## src/rtl/assert_macros.svh

```systemverilog
// Assertion macros shared by the scanner RTL.
`ifndef ASSERT_MACROS_SVH
`define ASSERT_MACROS_SVH

// Property holds at every clock edge outside reset.
`define ASSERT_ALWAYS(lbl, expr, msg) \
  lbl: assert property (@(posedge clk) disable iff (rst) (expr)) else $error(msg);

// Antecedent at one edge implies consequent at the next edge.
`define ASSERT_NEXT(lbl, ante, cons, msg) \
  lbl: assert property (@(posedge clk) disable iff (rst) (ante) |=> (cons)) else $error(msg);

`endif

```

## src/rtl/hrs_pkg.sv

```systemverilog
// Types, codes and constants shared by the HTTP request header scanner.
`timescale 1ns / 1ps
`default_nettype none
package hrs_pkg;

  // Default width of the URL byte counter
  localparam int URL_COUNT_BITS_DEF = 12;

  // Register reset values
  localparam logic [5:0]  METHOD_LIMIT_RST  = 6'd32;
  localparam logic [11:0] URL_LIMIT_RST     = 12'd1024;
  localparam logic [5:0]  VERSION_LIMIT_RST = 6'd32;

  // Register indexes (byte address is 4 * index)
  localparam logic [1:0] REG_METHOD_LIMIT  = 2'd0;
  localparam logic [1:0] REG_URL_LIMIT     = 2'd1;
  localparam logic [1:0] REG_VERSION_LIMIT = 2'd2;

  // Characters of interest
  localparam logic [7:0] CH_SP    = 8'h20;
  localparam logic [7:0] CH_CR    = 8'h0D;
  localparam logic [7:0] CH_LF    = 8'h0A;
  localparam logic [7:0] CH_COLON = 8'h3A;

  // Token classes
  localparam logic [2:0] CLS_DELIM   = 3'd0;
  localparam logic [2:0] CLS_METHOD  = 3'd1;
  localparam logic [2:0] CLS_URL     = 3'd2;
  localparam logic [2:0] CLS_VERSION = 3'd3;
  localparam logic [2:0] CLS_HEADER  = 3'd4;

  // Status codes
  localparam logic [3:0] ST_PENDING      = 4'd0;
  localparam logic [3:0] ST_OK           = 4'd1;
  localparam logic [3:0] ST_METHOD_LONG  = 4'd2;
  localparam logic [3:0] ST_URL_LONG     = 4'd3;
  localparam logic [3:0] ST_VERSION_LONG = 4'd4;
  localparam logic [3:0] ST_BAD_METHOD   = 4'd5;
  localparam logic [3:0] ST_BAD_URL      = 4'd6;
  localparam logic [3:0] ST_FORMAT       = 4'd7;
  localparam logic [3:0] ST_HEADERS      = 4'd8;

  // Scan phase
  typedef enum logic [2:0] {
    PH_METHOD,
    PH_URL,
    PH_VERSION,
    PH_VERSION_CR,
    PH_HDR,
    PH_HDR_CR,
    PH_HDR_BLANK,
    PH_HDR_BLANK_CR
  } phase_t;

  // Input beat: one raw byte
  typedef struct packed {
    logic [7:0] data_byte;
    logic       last_byte;
  } in_beat_t;

  // Output beat: tagged byte
  typedef struct packed {
    logic [7:0] echo_byte;
    logic [2:0] token_class;
    logic       name_value_split;
    logic [3:0] status;
    logic       crlf_error;
  } out_beat_t;

  // Programmed length limits
  typedef struct packed {
    logic [5:0]  method_limit;
    logic [11:0] url_limit;
    logic [5:0]  version_limit;
  } limits_t;

  // Scanner state apart from the URL counter
  typedef struct packed {
    phase_t     phase;
    logic [5:0] method_count;
    logic [5:0] version_count;
    logic       prev_was_colon;
    logic       line_has_split;
    logic       bad_line_seen;
    logic       finished;
    logic [3:0] held_status;
    logic       held_crlf;
  } scan_state_t;

  localparam scan_state_t SCAN_CLEAR = '{
    phase:          PH_METHOD,
    method_count:   6'd0,
    version_count:  6'd0,
    prev_was_colon: 1'b0,
    line_has_split: 1'b0,
    bad_line_seen:  1'b0,
    finished:       1'b0,
    held_status:    ST_PENDING,
    held_crlf:      1'b0
  };

endpackage
`default_nettype wire

```

## src/rtl/http_request_header_scanner_core.sv

```systemverilog
// Top level of the HTTP request header scanner.
// Usage:
//   Raw request bytes enter on the byte channel (byte_valid / byte_stall /
//   byte_beat), one byte per beat; last_byte marks the end of a request
//   buffer. Each byte produces exactly one tagged beat on the tag channel
//   (tag_valid / tag_stall / tag_beat): the byte echoed, its token class,
//   the name/value split mark, the status and the CR/LF error flag.
//   Each tag beat is registered in the result queue. Throughput is one byte
//   per cycle while byte_stall is low; the scan state is updated by a
//   single combinational step between the state registers and a result
//   queue. The two-entry result queue lets the scanner keep accepting while
//   one finished beat waits; byte_stall rises only when both entries are
//   full, and it is driven from a register. Length limits are set over the
//   APB port (method, URL, version at byte addresses 0, 4, 8); the user must
//   write them only while the block is idle; the block does not enforce this.
//   Reset clears the scan state, empties the queue and loads the default
//   limits; the scan state also restarts after every byte with last_byte set.
`timescale 1ns / 1ps
`default_nettype none
`include "assert_macros.svh"
module http_request_header_scanner_core import hrs_pkg::*; #(
  parameter int URL_COUNT_BITS = URL_COUNT_BITS_DEF
) (
  input  wire logic        clk,
  input  wire logic        rst,
  input  wire logic        byte_valid,
  output logic             byte_stall,
  input  in_beat_t         byte_beat,
  output logic             tag_valid,
  input  wire logic        tag_stall,
  output out_beat_t        tag_beat,
  input  wire logic        psel,
  input  wire logic        penable,
  input  wire logic        pwrite,
  input  wire logic [3:0]  paddr,
  input  wire logic [31:0] pwdata,
  output logic [31:0]      prdata,
  output logic             pready
);

  limits_t                   limits;
  scan_state_t               st;
  scan_state_t               st_next;
  logic [URL_COUNT_BITS-1:0] url_count;
  logic [URL_COUNT_BITS-1:0] url_count_next;
  out_beat_t                 result;
  logic                      accept;

  assign accept = byte_valid && !byte_stall;

  hrs_cfg u_cfg (
    .clk     (clk),
    .rst     (rst),
    .psel    (psel),
    .penable (penable),
    .pwrite  (pwrite),
    .paddr   (paddr),
    .pwdata  (pwdata),
    .prdata  (prdata),
    .pready  (pready),
    .limits  (limits)
  );

  hrs_step #(
    .URL_COUNT_BITS (URL_COUNT_BITS)
  ) u_step (
    .st             (st),
    .url_count      (url_count),
    .limits         (limits),
    .beat           (byte_beat),
    .st_next        (st_next),
    .url_count_next (url_count_next),
    .result         (result)
  );

  // Scan state registers
  always_ff @(posedge clk) begin
    if (rst) begin
      st        <= SCAN_CLEAR;
      url_count <= '0;
    end else if (accept) begin
      st        <= st_next;
      url_count <= url_count_next;
    end
  end

  hrs_outq u_outq (
    .clk        (clk),
    .rst        (rst),
    .push_valid (byte_valid),
    .push_stall (byte_stall),
    .push_beat  (result),
    .pop_valid  (tag_valid),
    .pop_stall  (tag_stall),
    .pop_beat   (tag_beat)
  );

  `ASSERT_NEXT(a_last_clears, accept && byte_beat.last_byte, st.phase == PH_METHOD && !st.finished && url_count == '0, "scan state not cleared after last byte")
  `ASSERT_NEXT(a_verdict_holds, accept && st.finished && !byte_beat.last_byte, st.finished && st.held_status == $past(st.held_status), "final status changed before end of stream")

endmodule
`default_nettype wire

```

## src/rtl/hrs_cfg.sv

```systemverilog
// APB register file holding the scanner length limits.
`timescale 1ns / 1ps
`default_nettype none
module hrs_cfg import hrs_pkg::*; (
  input  wire logic        clk,
  input  wire logic        rst,
  input  wire logic        psel,
  input  wire logic        penable,
  input  wire logic        pwrite,
  input  wire logic [3:0]  paddr,
  input  wire logic [31:0] pwdata,
  output logic [31:0]      prdata,
  output logic             pready,
  output limits_t          limits
);

  logic       wr_en;
  logic [1:0] reg_idx;

  assign pready  = 1'b1;
  assign wr_en   = psel && penable && pwrite;
  assign reg_idx = paddr[3:2];

  // Register writes
  always_ff @(posedge clk) begin
    if (rst) begin
      limits.method_limit  <= METHOD_LIMIT_RST;
      limits.url_limit     <= URL_LIMIT_RST;
      limits.version_limit <= VERSION_LIMIT_RST;
    end else if (wr_en) begin
      unique case (reg_idx)
        REG_METHOD_LIMIT:  limits.method_limit  <= pwdata[5:0];
        REG_URL_LIMIT:     limits.url_limit     <= pwdata[11:0];
        REG_VERSION_LIMIT: limits.version_limit <= pwdata[5:0];
        default: ;
      endcase
    end
  end

  // Read mux
  always_comb begin
    unique case (reg_idx)
      REG_METHOD_LIMIT:  prdata = {26'd0, limits.method_limit};
      REG_URL_LIMIT:     prdata = {20'd0, limits.url_limit};
      REG_VERSION_LIMIT: prdata = {26'd0, limits.version_limit};
      default:           prdata = 32'd0;
    endcase
  end

endmodule
`default_nettype wire

```

## src/rtl/hrs_step.sv

```systemverilog
// Next-state and result logic for one scanned byte.
`timescale 1ns / 1ps
`default_nettype none
module hrs_step import hrs_pkg::*; #(
  parameter int URL_COUNT_BITS = URL_COUNT_BITS_DEF
) (
  input  scan_state_t                      st,
  input  wire logic [URL_COUNT_BITS-1:0]   url_count,
  input  limits_t                          limits,
  input  in_beat_t                         beat,
  output scan_state_t                      st_next,
  output logic [URL_COUNT_BITS-1:0]        url_count_next,
  output out_beat_t                        result
);

  localparam int CmpW = (URL_COUNT_BITS > 12) ? URL_COUNT_BITS : 12;

  logic [7:0] c;
  logic       last;
  logic       url_full;
  logic [2:0] cls;
  logic       split;

  assign c    = beat.data_byte;
  assign last = beat.last_byte;

  // URL counter hits the programmed limit or saturates
  assign url_full = (CmpW'(url_count) == CmpW'(limits.url_limit)) || (&url_count);

  function automatic scan_state_t conclude(scan_state_t s, logic [3:0] code, logic crlf);
    scan_state_t r;
    r             = s;
    r.finished    = 1'b1;
    r.held_status = code;
    r.held_crlf   = crlf;
    return r;
  endfunction

  always_comb begin
    st_next        = st;
    url_count_next = url_count;
    cls            = CLS_DELIM;
    split          = 1'b0;

    if (!st.finished) begin
      // Per-phase byte handling
      unique case (st.phase)
        PH_METHOD: begin
          if (c == CH_SP) begin
            if (st.method_count == 6'd0) st_next = conclude(st_next, ST_BAD_METHOD, 1'b0);
            else st_next.phase = PH_URL;
          end else if (c == CH_CR || c == CH_LF) begin
            st_next = conclude(st_next, ST_FORMAT, 1'b0);
          end else if (st.method_count == limits.method_limit) begin
            st_next = conclude(st_next, ST_METHOD_LONG, 1'b0);
          end else begin
            st_next.method_count = st.method_count + 6'd1;
            cls = CLS_METHOD;
          end
        end
        PH_URL: begin
          if (c == CH_SP) begin
            if (url_count == '0) st_next = conclude(st_next, ST_BAD_URL, 1'b0);
            else st_next.phase = PH_VERSION;
          end else if (c == CH_CR || c == CH_LF) begin
            st_next = conclude(st_next, ST_FORMAT, 1'b0);
          end else if (url_full) begin
            st_next = conclude(st_next, ST_URL_LONG, 1'b0);
          end else begin
            url_count_next = url_count + URL_COUNT_BITS'(1);
            cls = CLS_URL;
          end
        end
        PH_VERSION: begin
          if (c == CH_CR) begin
            if (st.version_count == 6'd0 || last) st_next = conclude(st_next, ST_FORMAT, 1'b0);
            else st_next.phase = PH_VERSION_CR;
          end else if (st.version_count == limits.version_limit) begin
            st_next = conclude(st_next, ST_VERSION_LONG, 1'b0);
          end else begin
            st_next.version_count = st.version_count + 6'd1;
            cls = CLS_VERSION;
          end
        end
        PH_VERSION_CR: begin
          if (c == CH_LF) st_next.phase = PH_HDR;
          else st_next = conclude(st_next, ST_FORMAT, 1'b1);
        end
        PH_HDR, PH_HDR_BLANK: begin
          if (c == CH_CR) begin
            if (last) st_next = conclude(st_next, ST_FORMAT, 1'b0);
            else st_next.phase = (st.phase == PH_HDR) ? PH_HDR_CR : PH_HDR_BLANK_CR;
          end else if (c == CH_LF) begin
            // lone LF
            st_next = conclude(st_next, ST_HEADERS, 1'b0);
          end else begin
            st_next.phase = PH_HDR;
            cls = CLS_HEADER;
            if (c == CH_SP && st.prev_was_colon && !st.line_has_split) begin
              st_next.line_has_split = 1'b1;
              split = 1'b1;
            end
            st_next.prev_was_colon = (c == CH_COLON);
          end
        end
        PH_HDR_CR: begin
          if (c == CH_LF) begin
            if (!st.line_has_split) st_next.bad_line_seen = 1'b1;
            st_next.line_has_split = 1'b0;
            st_next.prev_was_colon = 1'b0;
            st_next.phase          = PH_HDR_BLANK;
          end else begin
            st_next = conclude(st_next, ST_FORMAT, 1'b0);
          end
        end
        PH_HDR_BLANK_CR: begin
          if (c == CH_LF) begin
            st_next = conclude(st_next, st.bad_line_seen ? ST_HEADERS : ST_OK, 1'b0);
          end else begin
            st_next = conclude(st_next, ST_FORMAT, 1'b0);
          end
        end
      endcase

      // End of stream without a verdict
      if (!st_next.finished && last) begin
        priority if (st_next.phase == PH_VERSION_CR || st_next.phase == PH_HDR_CR ||
                     st_next.phase == PH_HDR_BLANK_CR) begin
          st_next = conclude(st_next, ST_FORMAT, 1'b0);
        end else if (st_next.phase == PH_HDR || st_next.phase == PH_HDR_BLANK) begin
          st_next = conclude(st_next,
                             (st_next.bad_line_seen || !st_next.line_has_split) ?
                             ST_HEADERS : ST_OK, 1'b0);
        end else begin
          st_next = conclude(st_next, ST_HEADERS, 1'b0);
        end
      end
    end

    // Result beat
    result.echo_byte        = c;
    result.token_class      = cls;
    result.name_value_split = split;
    result.status           = st_next.finished ? st_next.held_status : ST_PENDING;
    result.crlf_error       = st_next.finished && st_next.held_crlf;

    // Last byte restarts the scanner
    if (last) begin
      st_next        = SCAN_CLEAR;
      url_count_next = '0;
    end
  end

endmodule
`default_nettype wire

```

## src/rtl/hrs_outq.sv

```systemverilog
// Two-entry result queue that decouples the scanner from output stalls.
`timescale 1ns / 1ps
`default_nettype none
`include "assert_macros.svh"
module hrs_outq import hrs_pkg::*; (
  input  wire logic clk,
  input  wire logic rst,
  input  wire logic push_valid,
  output logic      push_stall,
  input  out_beat_t push_beat,
  output logic      pop_valid,
  input  wire logic pop_stall,
  output out_beat_t pop_beat
);

  out_beat_t  head;
  out_beat_t  spare;
  logic [1:0] count;
  logic [1:0] count_after_pop;
  logic       push;
  logic       pop;

  assign push_stall = (count == 2'd2);
  assign pop_valid  = (count != 2'd0);
  assign pop_beat   = head;
  assign push       = push_valid && !push_stall;
  assign pop        = pop_valid && !pop_stall;

  assign count_after_pop = count - {1'b0, pop};

  // Occupancy
  always_ff @(posedge clk) begin
    if (rst) begin
      count <= 2'd0;
    end else begin
      count <= count_after_pop + {1'b0, push};
    end
  end

  // Entry data: shift forward on pop, fill first free slot on push
  always_ff @(posedge clk) begin
    if (push && count_after_pop == 2'd0) begin
      head <= push_beat;
    end else if (pop) begin
      head <= spare;
    end
    if (push && count_after_pop != 2'd0) begin
      spare <= push_beat;
    end
  end

  `ASSERT_ALWAYS(a_count_range, count != 2'd3, "result queue occupancy out of range")
  `ASSERT_NEXT(a_push_to_empty, push && !pop && count == 2'd0, pop_valid && pop_beat == $past(push_beat), "beat pushed into empty queue not at head")
  `ASSERT_NEXT(a_drain_last, pop && !push && count == 2'd1, !pop_valid, "queue still valid after last beat taken")

endmodule
`default_nettype wire

```

## config.mk

```make
export PLATFORM = sky130hd
export DESIGN_NAME = http_request_header_scanner_core
export DESIGN_NICKNAME = d
export VERILOG_FILES = /design/src/rtl/hrs_pkg.sv /design/src/rtl/http_request_header_scanner_core.sv /design/src/rtl/hrs_cfg.sv /design/src/rtl/hrs_step.sv /design/src/rtl/hrs_outq.sv
export VERILOG_INCLUDE_DIRS = /design/src /design/src/rtl
export SDC_FILE = /design/constraint.sdc
export NUM_CORES = 1
export LEC_CHECK = 0
export BUFFER_PORTS_ARGS = -buffer_cell sky130_fd_sc_hd__clkbuf_2
export CAP_MARGIN = 20
export CORE_UTILIZATION = 53
export DETAILED_ROUTE_END_ITERATION = 10
export HOLD_SLACK_MARGIN = 0.15
export PLACE_DENSITY = 0.76
export SLEW_MARGIN = 20
export SYNTH_ARGS = -nofsm -noshare
export SYNTH_HDL_FRONTEND = slang
export SYNTH_SLANG_ARGS = --single-unit
```

## constraint.sdc

```tcl
create_clock -name clk -period 7.2 [get_ports clk]
set_clock_uncertainty 0.15 [all_clocks]
set_input_delay 1.44 -clock clk [delete_from_list [all_inputs] [get_ports clk]]
set_output_delay 1.44 -clock clk [all_outputs]
set_load 0.05 [all_outputs]
```

==> impl_metrics.ini <==
[status]
outcome = finished clean

[power]
power_density_nw_per_um2 = 271
switching_power_w = 0.000656
share_comb_of_total_power_pct = 34.8
peakVddDrop_mv = 0.206
p_leak_nw = 2.36
p_seq_share_pct = 42.7
clock_power_share_pct = 22.4
p_int_w = 0.00103
total_power_w = 0.00169
switching_share_pct = 38.8

[route]
routed_wirelength_um = 13500
drtIter0Drc = 230
wl_met2_um = 6560
m1WireLength_um = 5720
dr.max_layer_used = met4
met3WireLength_um = 844
wl_per_cell_um = 16.3
viasPerCell = 5.88
via_count = 4876
detail-route-antenna-nets = 0
first_pass_iters = 5
drcViolationCount = 0

[sta]
worstMarginPinSlew_ps = 1050
fmax_mhz = 223
min_period_over_period_pct = 62.3
fin_setup_tns_ps = 0
setup_viol = 0
grt_setup_unrepaired = no
relSlewSlack_pct = 30.1
period_needed_ps = 4490
hold_viol_final = 0
slew_violations = 0
hold_ws_ps = 343

[synth]
syn_inst = 655
ys.flop_type = dfxtp_1
synth_top_cell_area_share_pct = 21.4
synth_area_leaders = dfxtp_1 21%, edfxtp_1 18%, nand2_1 4.6%
yosysTopAreaCell = dfxtp_1
syn_avg_cell_area_um2 = 8.84
ys_seq_area_share_pct = 39.0
synthArstFlopShare_pct = 0
synth_cell_type_count = 83
synthesis.area_um2 = 5790
synth_seq_cells = 96
ys.warnings.count = 0
synth_edf_count = 34

[clocking]
cts_max_level = 3
cts_tree = yes
clk_pin_slew_worst_paths_ps = 90
cts_buffer_depth = 2
cts_hold_repair.buffers = 0
cts_setup_buffers = 0
cts_made_buffers = 9
cts_root_buf = clkbuf_8
clock_sinks = 96
cts_resized = 0
clock_latency_ps = 370

[layout]
final_util_pct = 59.6
diodes = 0
fill_cells = 946
drive_above_1_share_pct = 17.3
fin_nets = 748
area_growth_pct = 7.65
stdcell_count = 829
seq_area_um2 = 2260
multi_input_area_um2 = 3200

[worst_setup_path]
worstReg2RegEnd = u_outq.pop_beat[12]
required_ps = 5610
r2r_cells = 6
critPathKind = primary input to output pin
r2r_start = u_outq.count[0]
ff2ff_setup_slack_ps = 3760
crit_end = prdata[1]
arrival_ps = 2900
cp-end-kind = output pin
crit_path_max_fanout = 16
startpoint_type = primary input
crit_start = paddr[3]

[floorplanning]
die_w_um = 107
dieArea_um2 = 11400
ios = 104
die_y_um = 107
rows = 37
coreArea_um2 = 10500
start_util_pct = 55.4

[placement]
dp_hpwl_um = 9820
placedCellCount = 813
portBuffers = 60
finalWeightedCongestion = 0.929

[global_route]
grt_overflow = 0
antenna_found_initial = 0
grt_usage_pct = 25.0
grt_pass1_wl_um = 22400
grt_pass1_vias = 4668
grt_max_degree = 39

[min_path]
worstHoldPathType = flip-flop to flip-flop
holdCritStartpoint = u_cfg.limits[9]

[job]
drv_cap = 0
[logic make-up after synthesis]
logic type / share of synthesized area, %
AND/OR/NAND/NOR: 24.0
AO/OA/AOI/OAI: 16.1
flip-flops: 39.0
buffers and inverters: 7.32
XOR/XNOR: 7.11
multiplexers: 4.58
adder cells (fa/ha/maj): 1.73
other: 0.130
[worst min-delay path by stage]
stage | end | slack (ps) | depth (start not counted)
2_1_floorplan | u_cfg.limits[12] | 310 | 2
3_3_place_gp | u_cfg.limits[17] | 320 | 2
3_5_place_dp | u_cfg.limits[9] | 330 | 2
4_1_cts | u_cfg.limits[9] | 350 | 2
5_1_grt | u_cfg.limits[9] | 370 | 2
6_report | u_cfg.limits[9] | 340 | 2
[registers in the layout (all words and copies together) (netlist names)]
name,flops
u_cfg.limits,24
u_outq.spare,17
u_outq.count,2
url_count,12
u_outq.pop_beat,17
st,24
[placed cells by master, fill, tap and decap left out, types with 15 or more instances in the layout]
master    count
nand2_1      71
dfxtp_1      62
nor2_1       68
clkbuf_2     60
xor2_1       26
nor3_1       15
xnor2_1      21
edfxtp_1     34
nand3_1      24
o21ai_0      25
inv_1        20
a21oi_1      42
conb_1       21
[stage by stage]
stage,area (um2),worst slack (ps)
3_3_place_gp,6010,2770
4_1_cts,6220,2740
5_1_grt,6240,2580
2_1_floorplan,5860,2350
3_5_place_dp,6010,2710
6_report,6240,2710
[synthesized netlist by cell type, types with 5 or more instances]
library cell,number
a21oi_1,42
nor3_1,16
mux2i_1,13
xor2_1,26
o31ai_1,6
dfxtp_1,62
buf_4,23
nor3b_1,8
nand2_1,71
nor2_1,68
xnor2_1,21
a22oi_1,5
nor4_1,13
ha_1,8
inv_1,20
clkbuf_1,21
o21ai_0,26
mux2_2,11
buf_2,8
nand4_1,9
o211ai_1,5
and2_1,9
nand3_1,24
edfxtp_1,34
[layer usage]
layer  vias to the layer above  global-route usage (%)
li1                       2363                       -
met1                      2276                    29.7
met3                        36                    5.15
met4                         0                    12.3
met2                       201                    42.9
met5                         -                       0
[power groups by stage]
stage	combinational, W	clock (W)	sequential [W]
after floorplan	0.000291	0	0.000911
after global placement	0.000579	0	0.000733
after detailed placement	0.000592	0	0.000736
after CTS	0.000593	0.000384	0.000723
after global routing	0.000636	0.000406	0.000731
final	0.000589	0.000379	0.000722
[critical path, cell delays in order]
cell and delay (ps):
clkbuf_2 260, nor2b_1 640, nand2_1 110, o21ai_0 130, clkbuf_2 320
[area by class of cell]
class	instances	share of cell area, %
Timing Repair Buffer	63	5.18
Tap cell	136	2.73
Sequential cell	96	36.3
Inverter	20	1.20
Clock buffer	9	1.99
Clock inverter	7	1.38
Multi-Input combinational cell	498	51.2
(Power assumes the default switching activity.)
